## src/design/sct_pkg.sv

```systemverilog
// ----------------------------------------------------------------------------
// sct_pkg
// shared types, token codes and keyword table for the source tokenizer
// ----------------------------------------------------------------------------
package sct_pkg;

  localparam int KwMaxLen = 8;
  localparam int PosBits  = 16;
  localparam int KwCount  = 46;
  localparam int WlenBits = $clog2(KwMaxLen + 2);

  // scan modes
  localparam logic [3:0] M_START    = 4'd0;
  localparam logic [3:0] M_IDENT    = 4'd1;
  localparam logic [3:0] M_NUMBER   = 4'd2;
  localparam logic [3:0] M_STRING   = 4'd3;
  localparam logic [3:0] M_ESCAPE   = 4'd4;
  localparam logic [3:0] M_LINECMT  = 4'd5;
  localparam logic [3:0] M_BLOCKCMT = 4'd6;
  localparam logic [3:0] M_OPER     = 4'd7;
  localparam logic [3:0] M_HALT     = 4'd8;

  // result kinds
  localparam logic [1:0] K_TEXT  = 2'd0;
  localparam logic [1:0] K_TOKEN = 2'd1;
  localparam logic [1:0] K_ERROR = 2'd2;

  // error codes
  localparam logic [1:0] E_UNKNOWN = 2'd0;
  localparam logic [1:0] E_STRING  = 2'd1;
  localparam logic [1:0] E_COMMENT = 2'd2;

  // token codes
  localparam logic [6:0] T_NONE   = 7'd127;
  localparam logic [6:0] T_ARROWE = 7'd49;
  localparam logic [6:0] T_ARROW  = 7'd60;
  localparam logic [6:0] T_AND    = 7'd65;
  localparam logic [6:0] T_OR     = 7'd66;
  localparam logic [6:0] T_IDENT  = 7'd77;
  localparam logic [6:0] T_INT    = 7'd78;
  localparam logic [6:0] T_DEC    = 7'd79;
  localparam logic [6:0] T_STR    = 7'd80;
  localparam logic [6:0] T_END    = 7'd81;

  // pending operators
  localparam logic [3:0] P_NONE  = 4'd0;
  localparam logic [3:0] P_SLASH = 4'd1;
  localparam logic [3:0] P_EQ    = 4'd2;
  localparam logic [3:0] P_MINUS = 4'd7;
  localparam logic [3:0] P_AMP   = 4'd10;
  localparam logic [3:0] P_BAR   = 4'd11;

  typedef logic [PosBits-1:0] pos_t;
  typedef logic [KwMaxLen-1:0][7:0] window_t;

  typedef struct packed {
    logic [1:0] kind;
    logic [6:0] ttype;
    logic [7:0] text;
    pos_t       line;
    pos_t       col;
    logic [1:0] err;
  } result_t;

  typedef struct packed {
    logic    two;
    result_t first;
    result_t second;
  } pair_t;

  // channel payloads
  typedef struct packed {
    logic       end_of_input;
    logic [7:0] byte_value;
  } in_item_t;

  typedef struct packed {
    logic [1:0] result_kind;
    logic [6:0] token_type;
    logic [7:0] text_byte;
    pos_t       start_line;
    pos_t       start_column;
    logic [1:0] error_code;
    logic       last_of_run;
  } out_item_t;

  localparam logic [7:0] KW_CHARS [KwCount][8] = '{
    '{"t","r","u","e",0,0,0,0}, '{"f","a","l","s","e",0,0,0},
    '{"m","u","t",0,0,0,0,0}, '{"c","o","n","s","t",0,0,0},
    '{"v","o","i","d",0,0,0,0}, '{"b","o","o","l",0,0,0,0},
    '{"i","n","t",0,0,0,0,0}, '{"d","o","u","b","l","e",0,0},
    '{"s","t","r","i","n","g",0,0}, '{"o","p","t","i","o","n",0,0},
    '{"r","e","s","u","l","t",0,0}, '{"a","r","r","a","y",0,0,0},
    '{"l","i","s","t",0,0,0,0}, '{"m","a","p",0,0,0,0,0},
    '{"s","e","t",0,0,0,0,0}, '{"i","f",0,0,0,0,0,0},
    '{"e","l","s","e",0,0,0,0}, '{"r","e","t","u","r","n",0,0},
    '{"m","a","t","c","h",0,0,0}, '{"f","n",0,0,0,0,0,0},
    '{"s","t","r","u","c","t",0,0}, '{"e","n","u","m",0,0,0,0},
    '{"c","o","n","t","r","a","c","t"}, '{"e","v","e","n","t",0,0,0},
    '{"s","e","r","v","i","c","e",0}, '{"s","e","r","v","e","r",0,0},
    '{"d","a","t","a","b","a","s","e"}, '{"q","u","e","r","y",0,0,0},
    '{"g","r","o","u","p",0,0,0}, '{"r","o","u","t","e",0,0,0},
    '{"p","u","b","l","i","s","h",0}, '{"c","o","n","s","u","m","e","r"},
    '{"c","l","i","e","n","t",0,0}, '{"G","E","T",0,0,0,0,0},
    '{"P","O","S","T",0,0,0,0}, '{"P","U","T",0,0,0,0,0},
    '{"D","E","L","E","T","E",0,0}, '{"P","A","T","C","H",0,0,0},
    '{"O","k",0,0,0,0,0,0}, '{"E","r","r",0,0,0,0,0},
    '{"S","o","m","e",0,0,0,0}, '{"n","u","l","l",0,0,0,0},
    '{"b","o","d","y",0,0,0,0}, '{"s","q","l",0,0,0,0,0},
    '{"p","r","i","n","t",0,0,0}, '{"a","s",0,0,0,0,0,0}
  };
  localparam logic [3:0] KW_LEN [KwCount] = '{
    4,5,3,5,4,4,3,6,6,6,6,5,4,3,3,2,4,6,5,2,6,4,8,5,7,6,8,5,5,5,7,8,6,
    3,4,3,6,5,2,3,4,4,4,3,5,2
  };

  localparam logic [7:0] OP_BYTE [12] = '{0,"/","=","!",">","<","+","-","*","%","&","|"};
  localparam logic [6:0] OP_SINGLE [12] = '{127,45,47,50,52,54,56,58,61,63,127,127};
  localparam logic [6:0] OP_WITH_EQ [12] = '{127,46,48,51,53,55,57,59,62,64,127,127};

endpackage

```

## src/design/sct_stream_if.sv

```systemverilog
// ----------------------------------------------------------------------------
// sct_stream_if
// valid/ready channel with a generic payload
// ----------------------------------------------------------------------------
interface sct_stream_if #(parameter type payload_t = logic) ();
  logic     valid;
  logic     ready;
  payload_t data;
  modport source (output valid, output data, input ready);
  modport sink (input valid, input data, output ready);
endinterface

```

## src/design/sct_kw_match.sv

```systemverilog
// ----------------------------------------------------------------------------
// sct_kw_match
// parallel compare of the word window against the keyword table
// ----------------------------------------------------------------------------
module sct_kw_match import sct_pkg::*; (
  input  window_t             window,
  input  logic [WlenBits-1:0] wlen,
  output logic [6:0]          code
);
  logic [KwCount-1:0] hit;
  logic               eq;

  always_comb begin
    for (int i = 0; i < KwCount; i++) begin
      eq = (WlenBits'(KW_LEN[i]) == wlen);
      for (int j = 0; j < KwMaxLen; j++) begin
        if (j < 8 && j < int'(KW_LEN[i]) && window[j] != KW_CHARS[i][j % 8]) eq = 1'b0;
      end
      hit[i] = eq;
    end
    code = T_IDENT;
    for (int i = KwCount - 1; i >= 0; i--) begin
      if (hit[i]) code = (i < 2) ? 7'd0 : 7'(i - 1);
    end
  end
endmodule

```

## src/design/sct_scan.sv

```systemverilog
// ----------------------------------------------------------------------------
// sct_scan
// next-state and result logic for one source byte
// ----------------------------------------------------------------------------
module sct_scan import sct_pkg::*; (
  input  logic [7:0]          b,
  input  logic                eoi,
  input  logic [3:0]          mode,
  input  logic [3:0]          pop,
  input  logic                dot,
  input  logic                star,
  input  window_t             window,
  input  logic [WlenBits-1:0] wlen,
  input  pos_t                cline,
  input  pos_t                ccol,
  input  pos_t                tline,
  input  pos_t                tcol,
  output logic [3:0]          mode_n,
  output logic [3:0]          pop_n,
  output logic                dot_n,
  output logic                star_n,
  output window_t             window_n,
  output logic [WlenBits-1:0] wlen_n,
  output pos_t                cline_n,
  output pos_t                ccol_n,
  output pos_t                tline_n,
  output pos_t                tcol_n,
  output logic [1:0]          cnt,
  output pair_t               res
);
  localparam pos_t PosMax = '1;

  logic [6:0] kw;
  logic       alpha, digit, space, wordc;
  logic [3:0] opidx, p;
  logic [6:0] punct;
  logic [7:0] c;
  logic [6:0] code2;
  result_t    r [2];
  logic [1:0] n;
  logic       do_start;
  pos_t       sl, sc;

  sct_kw_match u_kw (.window(window), .wlen(wlen), .code(kw));

  assign alpha = (b >= "a" && b <= "z") || (b >= "A" && b <= "Z");
  assign digit = b >= "0" && b <= "9";
  assign space = b == " " || (b >= 8'd9 && b <= 8'd13);
  assign wordc = alpha || digit || b == "_";

  always_comb begin
    opidx = P_NONE;
    for (int i = 11; i >= 1; i--) if (OP_BYTE[i] == b) opidx = 4'(i);
    unique case (b)
      ".": punct = 7'd67;
      "?": punct = 7'd68;
      ":": punct = 7'd69;
      ";": punct = 7'd70;
      "{": punct = 7'd71;
      "}": punct = 7'd72;
      "(": punct = 7'd73;
      ")": punct = 7'd74;
      "[": punct = 7'd75;
      "]": punct = 7'd76;
      default: punct = T_NONE;
    endcase
  end

  function automatic result_t mk(logic [1:0] k, logic [6:0] t, logic [7:0] x,
                                 pos_t l, pos_t cc, logic [1:0] e);
    result_t o;
    o.kind = k; o.ttype = t; o.text = x; o.line = l; o.col = cc; o.err = e;
    return o;
  endfunction

  always_comb begin
    mode_n = mode; pop_n = pop; dot_n = dot; star_n = star;
    window_n = window; wlen_n = wlen;
    cline_n = cline; ccol_n = ccol; tline_n = tline; tcol_n = tcol;
    n = 2'd0;
    r[0] = '0; r[1] = '0;
    do_start = 1'b0;
    p = (pop < 4'd12) ? pop : P_NONE;
    c = OP_BYTE[p];
    code2 = T_NONE;
    sl = tline; sc = tcol;

    // byte consumption, applied when the byte is eaten
    if (!eoi && mode != M_HALT) begin
      if (b == 8'h0a) begin
        ccol_n = pos_t'(1);
        if (cline != PosMax) cline_n = cline + pos_t'(1);
      end else if (ccol != PosMax) begin
        ccol_n = ccol + pos_t'(1);
      end
    end

    if (mode == M_HALT) begin
      cline_n = cline; ccol_n = ccol;
    end else if (eoi) begin
      cline_n = cline; ccol_n = ccol;
      unique case (mode)
        M_OPER: if (OP_SINGLE[p] != T_NONE) begin
          r[n[0]] = mk(K_TOKEN, OP_SINGLE[p], 8'd0, tline, tcol, 2'd0); n = n + 2'd1;
        end
        M_IDENT: begin
          r[0] = mk(K_TOKEN, kw, 8'd0, tline, tcol, 2'd0); n = 2'd1;
        end
        M_NUMBER: begin
          r[0] = mk(K_TOKEN, dot ? T_DEC : T_INT, 8'd0, tline, tcol, 2'd0); n = 2'd1;
        end
        M_STRING, M_ESCAPE: begin
          r[0] = mk(K_ERROR, 7'd0, 8'd0, tline, tcol, E_STRING); n = 2'd1;
          mode_n = M_HALT;
        end
        M_BLOCKCMT: begin
          r[0] = mk(K_ERROR, 7'd0, 8'd0, tline, tcol, E_COMMENT); n = 2'd1;
          mode_n = M_HALT;
        end
        default: ;
      endcase
      if (mode_n != M_HALT) begin
        r[n[0]] = mk(K_TOKEN, T_END, 8'd0, cline, ccol, 2'd0);
        n = n + 2'd1;
        mode_n = M_START; pop_n = P_NONE; dot_n = 1'b0; star_n = 1'b0;
        window_n = '0; wlen_n = '0;
        cline_n = pos_t'(1); ccol_n = pos_t'(1);
        tline_n = pos_t'(1); tcol_n = pos_t'(1);
      end
    end else begin
      unique case (mode)
        M_START: do_start = 1'b1;
        M_OPER: begin
          pop_n = P_NONE; mode_n = M_START;
          if (c == "/" && b == "/") mode_n = M_LINECMT;
          else if (c == "/" && b == "*") begin
            star_n = 1'b0; mode_n = M_BLOCKCMT;
          end else begin
            if (b == "=") code2 = OP_WITH_EQ[p];
            else if (c == "=" && b == ">") code2 = T_ARROWE;
            else if (c == "-" && b == ">") code2 = T_ARROW;
            else if (c == "&" && b == "&") code2 = T_AND;
            else if (c == "|" && b == "|") code2 = T_OR;
            if (code2 != T_NONE) begin
              r[0] = mk(K_TOKEN, code2, 8'd0, tline, tcol, 2'd0); n = 2'd1;
            end else begin
              if (OP_SINGLE[p] != T_NONE) begin
                r[0] = mk(K_TOKEN, OP_SINGLE[p], 8'd0, tline, tcol, 2'd0); n = 2'd1;
              end
              do_start = 1'b1;
            end
          end
        end
        M_IDENT: if (wordc) begin
          if (wlen < WlenBits'(KwMaxLen)) window_n[wlen[WlenBits-2:0]] = b;
          if (wlen <= WlenBits'(KwMaxLen)) wlen_n = wlen + 1'b1;
          r[0] = mk(K_TEXT, 7'd0, b, tline, tcol, 2'd0); n = 2'd1;
        end else begin
          r[0] = mk(K_TOKEN, kw, 8'd0, tline, tcol, 2'd0); n = 2'd1;
          mode_n = M_START; do_start = 1'b1;
        end
        M_NUMBER: if (digit || (b == "." && !dot)) begin
          if (b == ".") dot_n = 1'b1;
          r[0] = mk(K_TEXT, 7'd0, b, tline, tcol, 2'd0); n = 2'd1;
        end else begin
          r[0] = mk(K_TOKEN, dot ? T_DEC : T_INT, 8'd0, tline, tcol, 2'd0); n = 2'd1;
          mode_n = M_START; do_start = 1'b1;
        end
        M_STRING: begin
          if (b == "\"") begin
            r[0] = mk(K_TOKEN, T_STR, 8'd0, tline, tcol, 2'd0); n = 2'd1;
            mode_n = M_START;
          end else if (b == "\\") mode_n = M_ESCAPE;
          else begin
            r[0] = mk(K_TEXT, 7'd0, b, tline, tcol, 2'd0); n = 2'd1;
          end
        end
        M_ESCAPE: begin
          r[0] = mk(K_TEXT, 7'd0, b == "n" ? 8'h0a : b == "t" ? 8'h09 :
                    b == "r" ? 8'h0d : b, tline, tcol, 2'd0);
          n = 2'd1; mode_n = M_STRING;
        end
        M_LINECMT: if (b == 8'h0a) mode_n = M_START;
        M_BLOCKCMT: begin
          if (star && b == "/") begin
            star_n = 1'b0; mode_n = M_START;
          end else star_n = (b == "*");
        end
        default: mode_n = M_HALT;
      endcase

      // start-of-token handling for the current byte
      if (do_start) begin
        tline_n = cline; tcol_n = ccol;
        sl = cline; sc = ccol;
        if (space) mode_n = M_START;
        else if (alpha || b == "_") begin
          window_n = '0; window_n[0] = b; wlen_n = WlenBits'(1);
          r[n[0]] = mk(K_TEXT, 7'd0, b, sl, sc, 2'd0); n = n + 2'd1;
          mode_n = M_IDENT;
        end else if (digit) begin
          dot_n = 1'b0;
          r[n[0]] = mk(K_TEXT, 7'd0, b, sl, sc, 2'd0); n = n + 2'd1;
          mode_n = M_NUMBER;
        end else if (b == "\"") mode_n = M_STRING;
        else if (opidx != P_NONE) begin
          pop_n = opidx; mode_n = M_OPER;
        end else if (punct != T_NONE) begin
          r[n[0]] = mk(K_TOKEN, punct, 8'd0, sl, sc, 2'd0); n = n + 2'd1;
          mode_n = M_START;
        end else begin
          r[n[0]] = mk(K_ERROR, 7'd0, 8'd0, sl, sc, E_UNKNOWN); n = n + 2'd1;
          mode_n = M_HALT;
        end
      end
    end
    cnt = n;
    res.two = (n == 2'd2);
    res.first = r[0];
    res.second = r[1];
  end
endmodule

```

## src/design/sct_out_buf.sv

```systemverilog
// ----------------------------------------------------------------------------
// sct_out_buf
// holds up to two results of one byte and hands them out one per transfer
// ----------------------------------------------------------------------------
module sct_out_buf import sct_pkg::*; (
  input  logic    clk,
  input  logic    rst_n,
  input  logic    load,
  input  pair_t   pair,
  input  logic    has,
  output logic    free,
  output logic    valid,
  input  logic    ready,
  output result_t res,
  output logic    last
);
  logic  cnt_r, cnt_nxt;     // set while two results are left, clear with one
  logic  vld_r, vld_nxt;
  pair_t pair_r;

  assign valid = vld_r;
  assign res   = (pair_r.two && cnt_r) ? pair_r.first : pair_r.second;
  assign last  = !(pair_r.two && cnt_r);
  // accept a new pair when empty or when the final result leaves now
  assign free  = !vld_r || (ready && last);

  always_comb begin
    vld_nxt = vld_r; cnt_nxt = cnt_r;
    if (vld_r && ready) begin
      if (last) vld_nxt = 1'b0;
      else cnt_nxt = 1'b0;
    end
    if (load && has) begin
      vld_nxt = 1'b1; cnt_nxt = pair.two;
    end
  end

  always_ff @(posedge clk) begin
    if (!rst_n) begin
      vld_r <= 1'b0; cnt_r <= 1'b0;
    end else begin
      vld_r <= vld_nxt; cnt_r <= cnt_nxt;
    end
    if (load && has) begin
      pair_r <= pair.two ? pair
                         : pair_t'{two: 1'b0, first: pair.second, second: pair.first};
    end
  end
endmodule

```

## src/design/source_code_tokenizer.sv

```systemverilog
// ----------------------------------------------------------------------------
// source_code_tokenizer
// streaming maximal-munch lexer, one source byte per transfer
// ----------------------------------------------------------------------------
// latency: a byte's first result appears the cycle after its transfer
// throughput: one byte per cycle while out_ch is ready and no second result waits
// the scan state updates in the same edge as the input transfer
// reset (synchronous, rst_n low) returns to start mode at line 1, column 1
// an error halts the block until reset; halted bytes are taken and dropped
module source_code_tokenizer import sct_pkg::*; (
  input logic         clk,
  input logic         rst_n,
  sct_stream_if.sink   in_ch,
  sct_stream_if.source out_ch
);
  // scan state
  logic [3:0]          mode_r, mode_nxt;
  logic [3:0]          pop_r, pop_nxt;
  logic                dot_r, dot_nxt, star_r, star_nxt;
  window_t             win_r, win_nxt;
  logic [WlenBits-1:0] wlen_r, wlen_nxt;
  pos_t                cline_r, cline_nxt, ccol_r, ccol_nxt;
  pos_t                tline_r, tline_nxt, tcol_r, tcol_nxt;

  logic       take, free;
  logic [1:0] cnt;
  pair_t      pair;
  result_t    res;
  logic       last;

  sct_scan u_scan (
    .b(in_ch.data.byte_value), .eoi(in_ch.data.end_of_input),
    .mode(mode_r), .pop(pop_r), .dot(dot_r), .star(star_r),
    .window(win_r), .wlen(wlen_r),
    .cline(cline_r), .ccol(ccol_r), .tline(tline_r), .tcol(tcol_r),
    .mode_n(mode_nxt), .pop_n(pop_nxt), .dot_n(dot_nxt), .star_n(star_nxt),
    .window_n(win_nxt), .wlen_n(wlen_nxt),
    .cline_n(cline_nxt), .ccol_n(ccol_nxt), .tline_n(tline_nxt), .tcol_n(tcol_nxt),
    .cnt(cnt), .res(pair)
  );

  // input transfer only when the result buffer can take this byte's results
  assign in_ch.ready = free;
  assign take        = in_ch.valid && free;

  sct_out_buf u_buf (
    .clk(clk), .rst_n(rst_n), .load(take), .pair(pair), .has(cnt != 2'd0),
    .free(free), .valid(out_ch.valid), .ready(out_ch.ready), .res(res), .last(last)
  );

  assign out_ch.data.result_kind  = res.kind;
  assign out_ch.data.token_type   = res.ttype;
  assign out_ch.data.text_byte    = res.text;
  assign out_ch.data.start_line   = res.line;
  assign out_ch.data.start_column = res.col;
  assign out_ch.data.error_code   = res.err;
  assign out_ch.data.last_of_run  = last;

  always_ff @(posedge clk) begin
    if (!rst_n) begin
      mode_r <= M_START; pop_r <= P_NONE; dot_r <= 1'b0; star_r <= 1'b0;
      win_r <= '0; wlen_r <= '0;
      cline_r <= pos_t'(1); ccol_r <= pos_t'(1);
      tline_r <= pos_t'(1); tcol_r <= pos_t'(1);
    end else if (take) begin
      mode_r <= mode_nxt; pop_r <= pop_nxt; dot_r <= dot_nxt; star_r <= star_nxt;
      win_r <= win_nxt; wlen_r <= wlen_nxt;
      cline_r <= cline_nxt; ccol_r <= ccol_nxt;
      tline_r <= tline_nxt; tcol_r <= tcol_nxt;
    end
  end
endmodule

```

## src/flat_wrapper.sv

```systemverilog
// flat-port wrapper written by rule: the top's interface ports become plain ports
module source_code_tokenizer_flat import sct_pkg::*;
  (clk, rst_n, in_ch_valid, in_ch_data, in_ch_ready, out_ch_valid, out_ch_data, out_ch_ready);
  sct_stream_if #(.payload_t(in_item_t)) in_ch_i ();
  sct_stream_if #(.payload_t(out_item_t)) out_ch_i ();
  input logic clk;
  input logic rst_n;
  input wire logic [$bits(in_ch_i.valid)-1:0] in_ch_valid;
  input wire logic [$bits(in_ch_i.data)-1:0] in_ch_data;
  output wire logic [$bits(in_ch_i.ready)-1:0] in_ch_ready;
  output wire logic [$bits(out_ch_i.valid)-1:0] out_ch_valid;
  output wire logic [$bits(out_ch_i.data)-1:0] out_ch_data;
  input wire logic [$bits(out_ch_i.ready)-1:0] out_ch_ready;
  assign in_ch_i.valid = in_ch_valid;
  assign in_ch_i.data = in_ch_data;
  assign in_ch_ready = in_ch_i.ready;
  assign out_ch_valid = out_ch_i.valid;
  assign out_ch_data = out_ch_i.data;
  assign out_ch_i.ready = out_ch_ready;
  source_code_tokenizer u_core (.clk(clk), .rst_n(rst_n), .in_ch(in_ch_i), .out_ch(out_ch_i));
endmodule
```

## config.mk

```make
export PLATFORM = sky130hd
export DESIGN_NAME = source_code_tokenizer_flat
export DESIGN_NICKNAME = d
export VERILOG_FILES = /design/src/design/sct_pkg.sv /design/src/design/sct_stream_if.sv /design/src/design/sct_kw_match.sv /design/src/design/sct_scan.sv /design/src/design/sct_out_buf.sv /design/src/design/source_code_tokenizer.sv /design/src/flat_wrapper.sv
export SDC_FILE = /design/constraint.sdc
export NUM_CORES = 1
export LEC_CHECK = 0
export BUFFER_PORTS_ARGS = -buffer_cell sky130_fd_sc_hd__clkbuf_2
export CAP_MARGIN = 20
export CORE_UTILIZATION = 57
export DETAILED_ROUTE_END_ITERATION = 12
export PLACE_DENSITY_LB_ADDON = 0.12
export SLEW_MARGIN = 0
export SYNTH_ARGS = -nofsm -noshare
export SYNTH_HDL_FRONTEND = slang
export SYNTH_SLANG_ARGS = --single-unit
```

## constraint.sdc

```tcl
create_clock -name clk -period 9.2 [get_ports clk]
set_input_delay 1.38 -clock clk [delete_from_list [all_inputs] [get_ports clk]]
set_output_delay 1.38 -clock clk [all_outputs]
set_load 0.02 [all_outputs]
```

==> results.sh <==
export IMPL_status="complete, no violations"
export IMPL_worstMarginPinSlew_ns=1.226
export IMPL_final_cell_mix="nand2_1, dfxtp_1, nor2_1, a21oi_1, edfxtp_1"
export IMPL_antenna_found_initial=0
export IMPL_place_ws_ns=2.650
export IMPL_cts_tree="yes"
export IMPL_reg2reg_to="u_core.u_buf.pair_r[57]$_DFFE_PP_"
export IMPL_power_density_mw_per_mm2=153.8
export IMPL_p_comb_frac=0.164
export IMPL_stdcell_count=2266
export IMPL_maxSlewHeadroom=0.1753
export IMPL_grt_pass1_vias=14709
export IMPL_netlist_instances=1907
export IMPL_clockPowerShare=0.373
export IMPL_r2r_cells=17
export IMPL_hp_class="flop to flop"
export IMPL_setup_tns_final_ns=0
export IMPL_dpl_cell_count=2217
export IMPL_routedWlPerCell_um=24.55
export IMPL_crit_required_ns=9.47
export IMPL_grt_overflow=0
export IMPL_hpwlAfterDp_um=38410
export IMPL_period_share=0.7131
export IMPL_die_h_um=171.9
export IMPL_wirelength_um=55620
export IMPL_clkSlewWorstSetupHoldPaths_ns=0.06
export IMPL_synth_edf_count=103
export IMPL_startpoint_type="flop"
export IMPL_drcViolationCount=0
export IMPL_switching_share=0.3000
export IMPL_dr_total_vias=16039
export IMPL_synth_warnings=0
export IMPL_final_net_count=1895
export IMPL_seq_area_frac_synth=0.3633
export IMPL_synth_cell_types=97
export IMPL_seqPwrFrac=0.463
export IMPL_cp_end_kind="flop"
export IMPL_synth_ff_type="dfxtp_1"
export IMPL_fp_row_count=61
export IMPL_mostFrequentLayoutCell="nand2_1"
export IMPL_worstSetupEndpoint="u_core.u_buf.pair_r[57]$_DFFE_PP_"
export IMPL_drive_gt1_frac=0.1208
export IMPL_internal_power_mw=1.895
export IMPL_fin_ws_ns=2.639
export IMPL_grt_start_max_net_pins=80
export IMPL_synth_seq_cells=247
export IMPL_rsz0062_at_grt="false"
export IMPL_async_flop_share=0
export IMPL_insertedDiodeCount=0
export IMPL_grt_usage=0.3766
export IMPL_path_max_fanout=79
export IMPL_vdd_ir_drop_max_mv=0.1671
export IMPL_place_congestion=1.071
export IMPL_avgViaCountPerCell=7.078
export IMPL_crit_start="u_core.pop_r[3]$_SDFFE_PN0P_"
export IMPL_dieArea_mm2=0.02954
export IMPL_areaGrowthSynthToFinish_pct=6.998
export IMPL_arrival_ns=6.83
export IMPL_ioPinCount=67
export IMPL_drt_iter0_drc=1967
export IMPL_worstSetupPathType="flop to flop"
export IMPL_p_sw_mw=0.8118
export IMPL_r2r_slack_ns=2.64
export IMPL_drtAntennaViolNets=0
export IMPL_fin_crit_ns=6.561
export IMPL_numCtsBuffers=27
export IMPL_postCtsSetupRepairBufs=0
export IMPL_clock_sinks=247
export IMPL_cts_hold_buf=0
export IMPL_cts_htree_levels=1
export IMPL_portBuffers=66
export IMPL_finalHoldViolations=0
export IMPL_r2r_start="u_core.pop_r[3]$_SDFFE_PN0P_"
export IMPL_skew_ns=0.01549
export IMPL_leakage_nw=6.131
export IMPL_clk_path_buf_depth=3
export IMPL_drt_pass1_iter_count=5
export IMPL_cap_violations=0
export IMPL_setup_violations=0
export IMPL_syn_area_mm2=0.01645
export IMPL_die_w_um=171.9
export IMPL_post_cts_resized=0
export IMPL_fmax_ghz=0.1524
export IMPL_avgSynthCellArea_um2=8.625
export IMPL_finalMaxSlewViolations=0
export IMPL_cts_root_buf="clkbuf_16"
export IMPL_grt_pass1_wl_um=85540
export IMPL_core_region_area_mm2=0.02809
export IMPL_initial_core_util=0.5856
export IMPL_worstSkewPairLatency_ns=0.57
[per-layer routing]
| metal | vias to the layer above | part of all wire | wire length, um | global-route usage |
|---|---|---|---|---|
| li1 | 7219 | - | - | - |
| met1 | 7667 | 0.39 | 21640 | 0.4793 |
| met2 | 945 | 0.46 | 25780 | 0.6159 |
| met3 | 208 | 0.093 | 5172 | 0.06065 |
| met4 | 0 | 0.054 | 3026 | 0.1966 |
| met5 | - | 0 | 0 | 0 |
[synth_stat cells (29+ instances only)]
library cell	instances	area, um2
o221ai_1	35	306.5
nand2_1	216	810.8
clkbuf_1	114	427.9
dfxtp_1	144	2883
nor3_1	50	250.2
and3_1	31	193.9
nor4_1	29	181.4
a22o_1	83	727.0
nand3b_1	42	315.3
mux2_2	51	574.3
nand4_1	37	231.5
nor2_1	143	536.8
o211ai_1	37	277.8
o211a_1	32	320.3
o21ai_0	49	245.2
a211oi_1	43	322.8
edfxtp_1	103	3093
a21oi_1	114	570.6
nand3_1	72	360.4
[worst min-delay path by stage]
stage | endpoint | start | slack, ns | cells after the start
finish | u_core.win_r[63]$_SDFFE_PN0P_ | u_core.win_r[63]$_SDFFE_PN0P_ | 0.47 | 1
global placement | u_core.win_r[63]$_SDFFE_PN0P_ | u_core.win_r[63]$_SDFFE_PN0P_ | 0.43 | 1
detailed placement | u_core.win_r[63]$_SDFFE_PN0P_ | u_core.win_r[63]$_SDFFE_PN0P_ | 0.45 | 1
global route | u_core.win_r[55]$_SDFFE_PN0P_ | u_core.win_r[55]$_SDFFE_PN0P_ | 0.49 | 1
floorplan | u_core.win_r[63]$_SDFFE_PN0P_ | u_core.win_r[63]$_SDFFE_PN0P_ | 0.42 | 1
CTS | u_core.win_r[63]$_SDFFE_PN0P_ | u_core.win_r[63]$_SDFFE_PN0P_ | 0.47 | 1
[per-stage QoR]
stage	utilization	power [mW]	hold WS, ns	area (um2)
CTS	0.6266	2.701	0.4688	17600
finish	0.6266	2.706	0.4700	17600
detailed placement	0.5982	1.709	0.4506	16800
global placement	0.5982	1.695	0.4334	16800
global route	0.6266	2.781	0.4884	17600
floorplan	-	1.578	0.4202	16480
[power by group through the flow]
stage	sequential (mW)	clock (mW)	combinational (mW)
floorplan	1.27	0	0.309
global placement	1.27	0	0.424
detailed placement	1.28	0	0.432
CTS	1.25	1.01	0.434
global route	1.26	1.05	0.471
finish	1.25	1.01	0.443
[registers in the layout, summed over array words and instances, names as in the netlist]
register,flops
u_core.ccol_r,16
u_core.cline_r,16
u_core.dot_r,1
u_core.mode_r,4
u_core.pop_r,4
u_core.star_r,1
u_core.tcol_r,16
u_core.tline_r,16
u_core.u_buf.cnt_r,1
u_core.u_buf.pair_r,103
u_core.u_buf.valid,1
u_core.win_r,64
u_core.wlen_r,4
[area by class of cell]
cell class / count / area, um2
Clock inverter: 15 / 95.09
Multi-Input combinational cell: 1477 / 9742
Clock buffer: 34 / 701.9
Fill cell: 2414 / 10490
Timing Repair Buffer: 88 / 508.0
Sequential cell: 247 / 5976
Tap cell: 378 / 473.0
Inverter: 27 / 103.9
[cell families after synthesis]
group / count (synthesis) / share of synthesized area
and+or+nand+nor: 843 / 0.2842
other: 1 / 0.0002280
buffers and inverters: 190 / 0.05036
DFF: 247 / 0.3633
adders and majority gates: 14 / 0.01065
AOI/OAI and AO/OA: 520 / 0.2338
muxes: 61 / 0.04100
xor gates and xnor gates: 31 / 0.01651
[worst max-delay path, stage by stage (launching register included)]
cell and delay (ns):
dfxtp_1 0.87, nand2_1 0.22, nand2_1 0.21, ha_1 0.37, or4b_1 0.54, a21oi_1 0.24
o211ai_2 0.26, nand4b_1 0.35, a21oi_2 0.44, inv_1 0.12, ha_1 0.29, o21ai_0 0.16
a32oi_1 0.15, o21ai_2 0.30, nand2b_2 0.19, inv_4 0.56, buf_4 0.66, o221ai_1 0.23
Note: power is estimated with default switching activity, not from simulation.
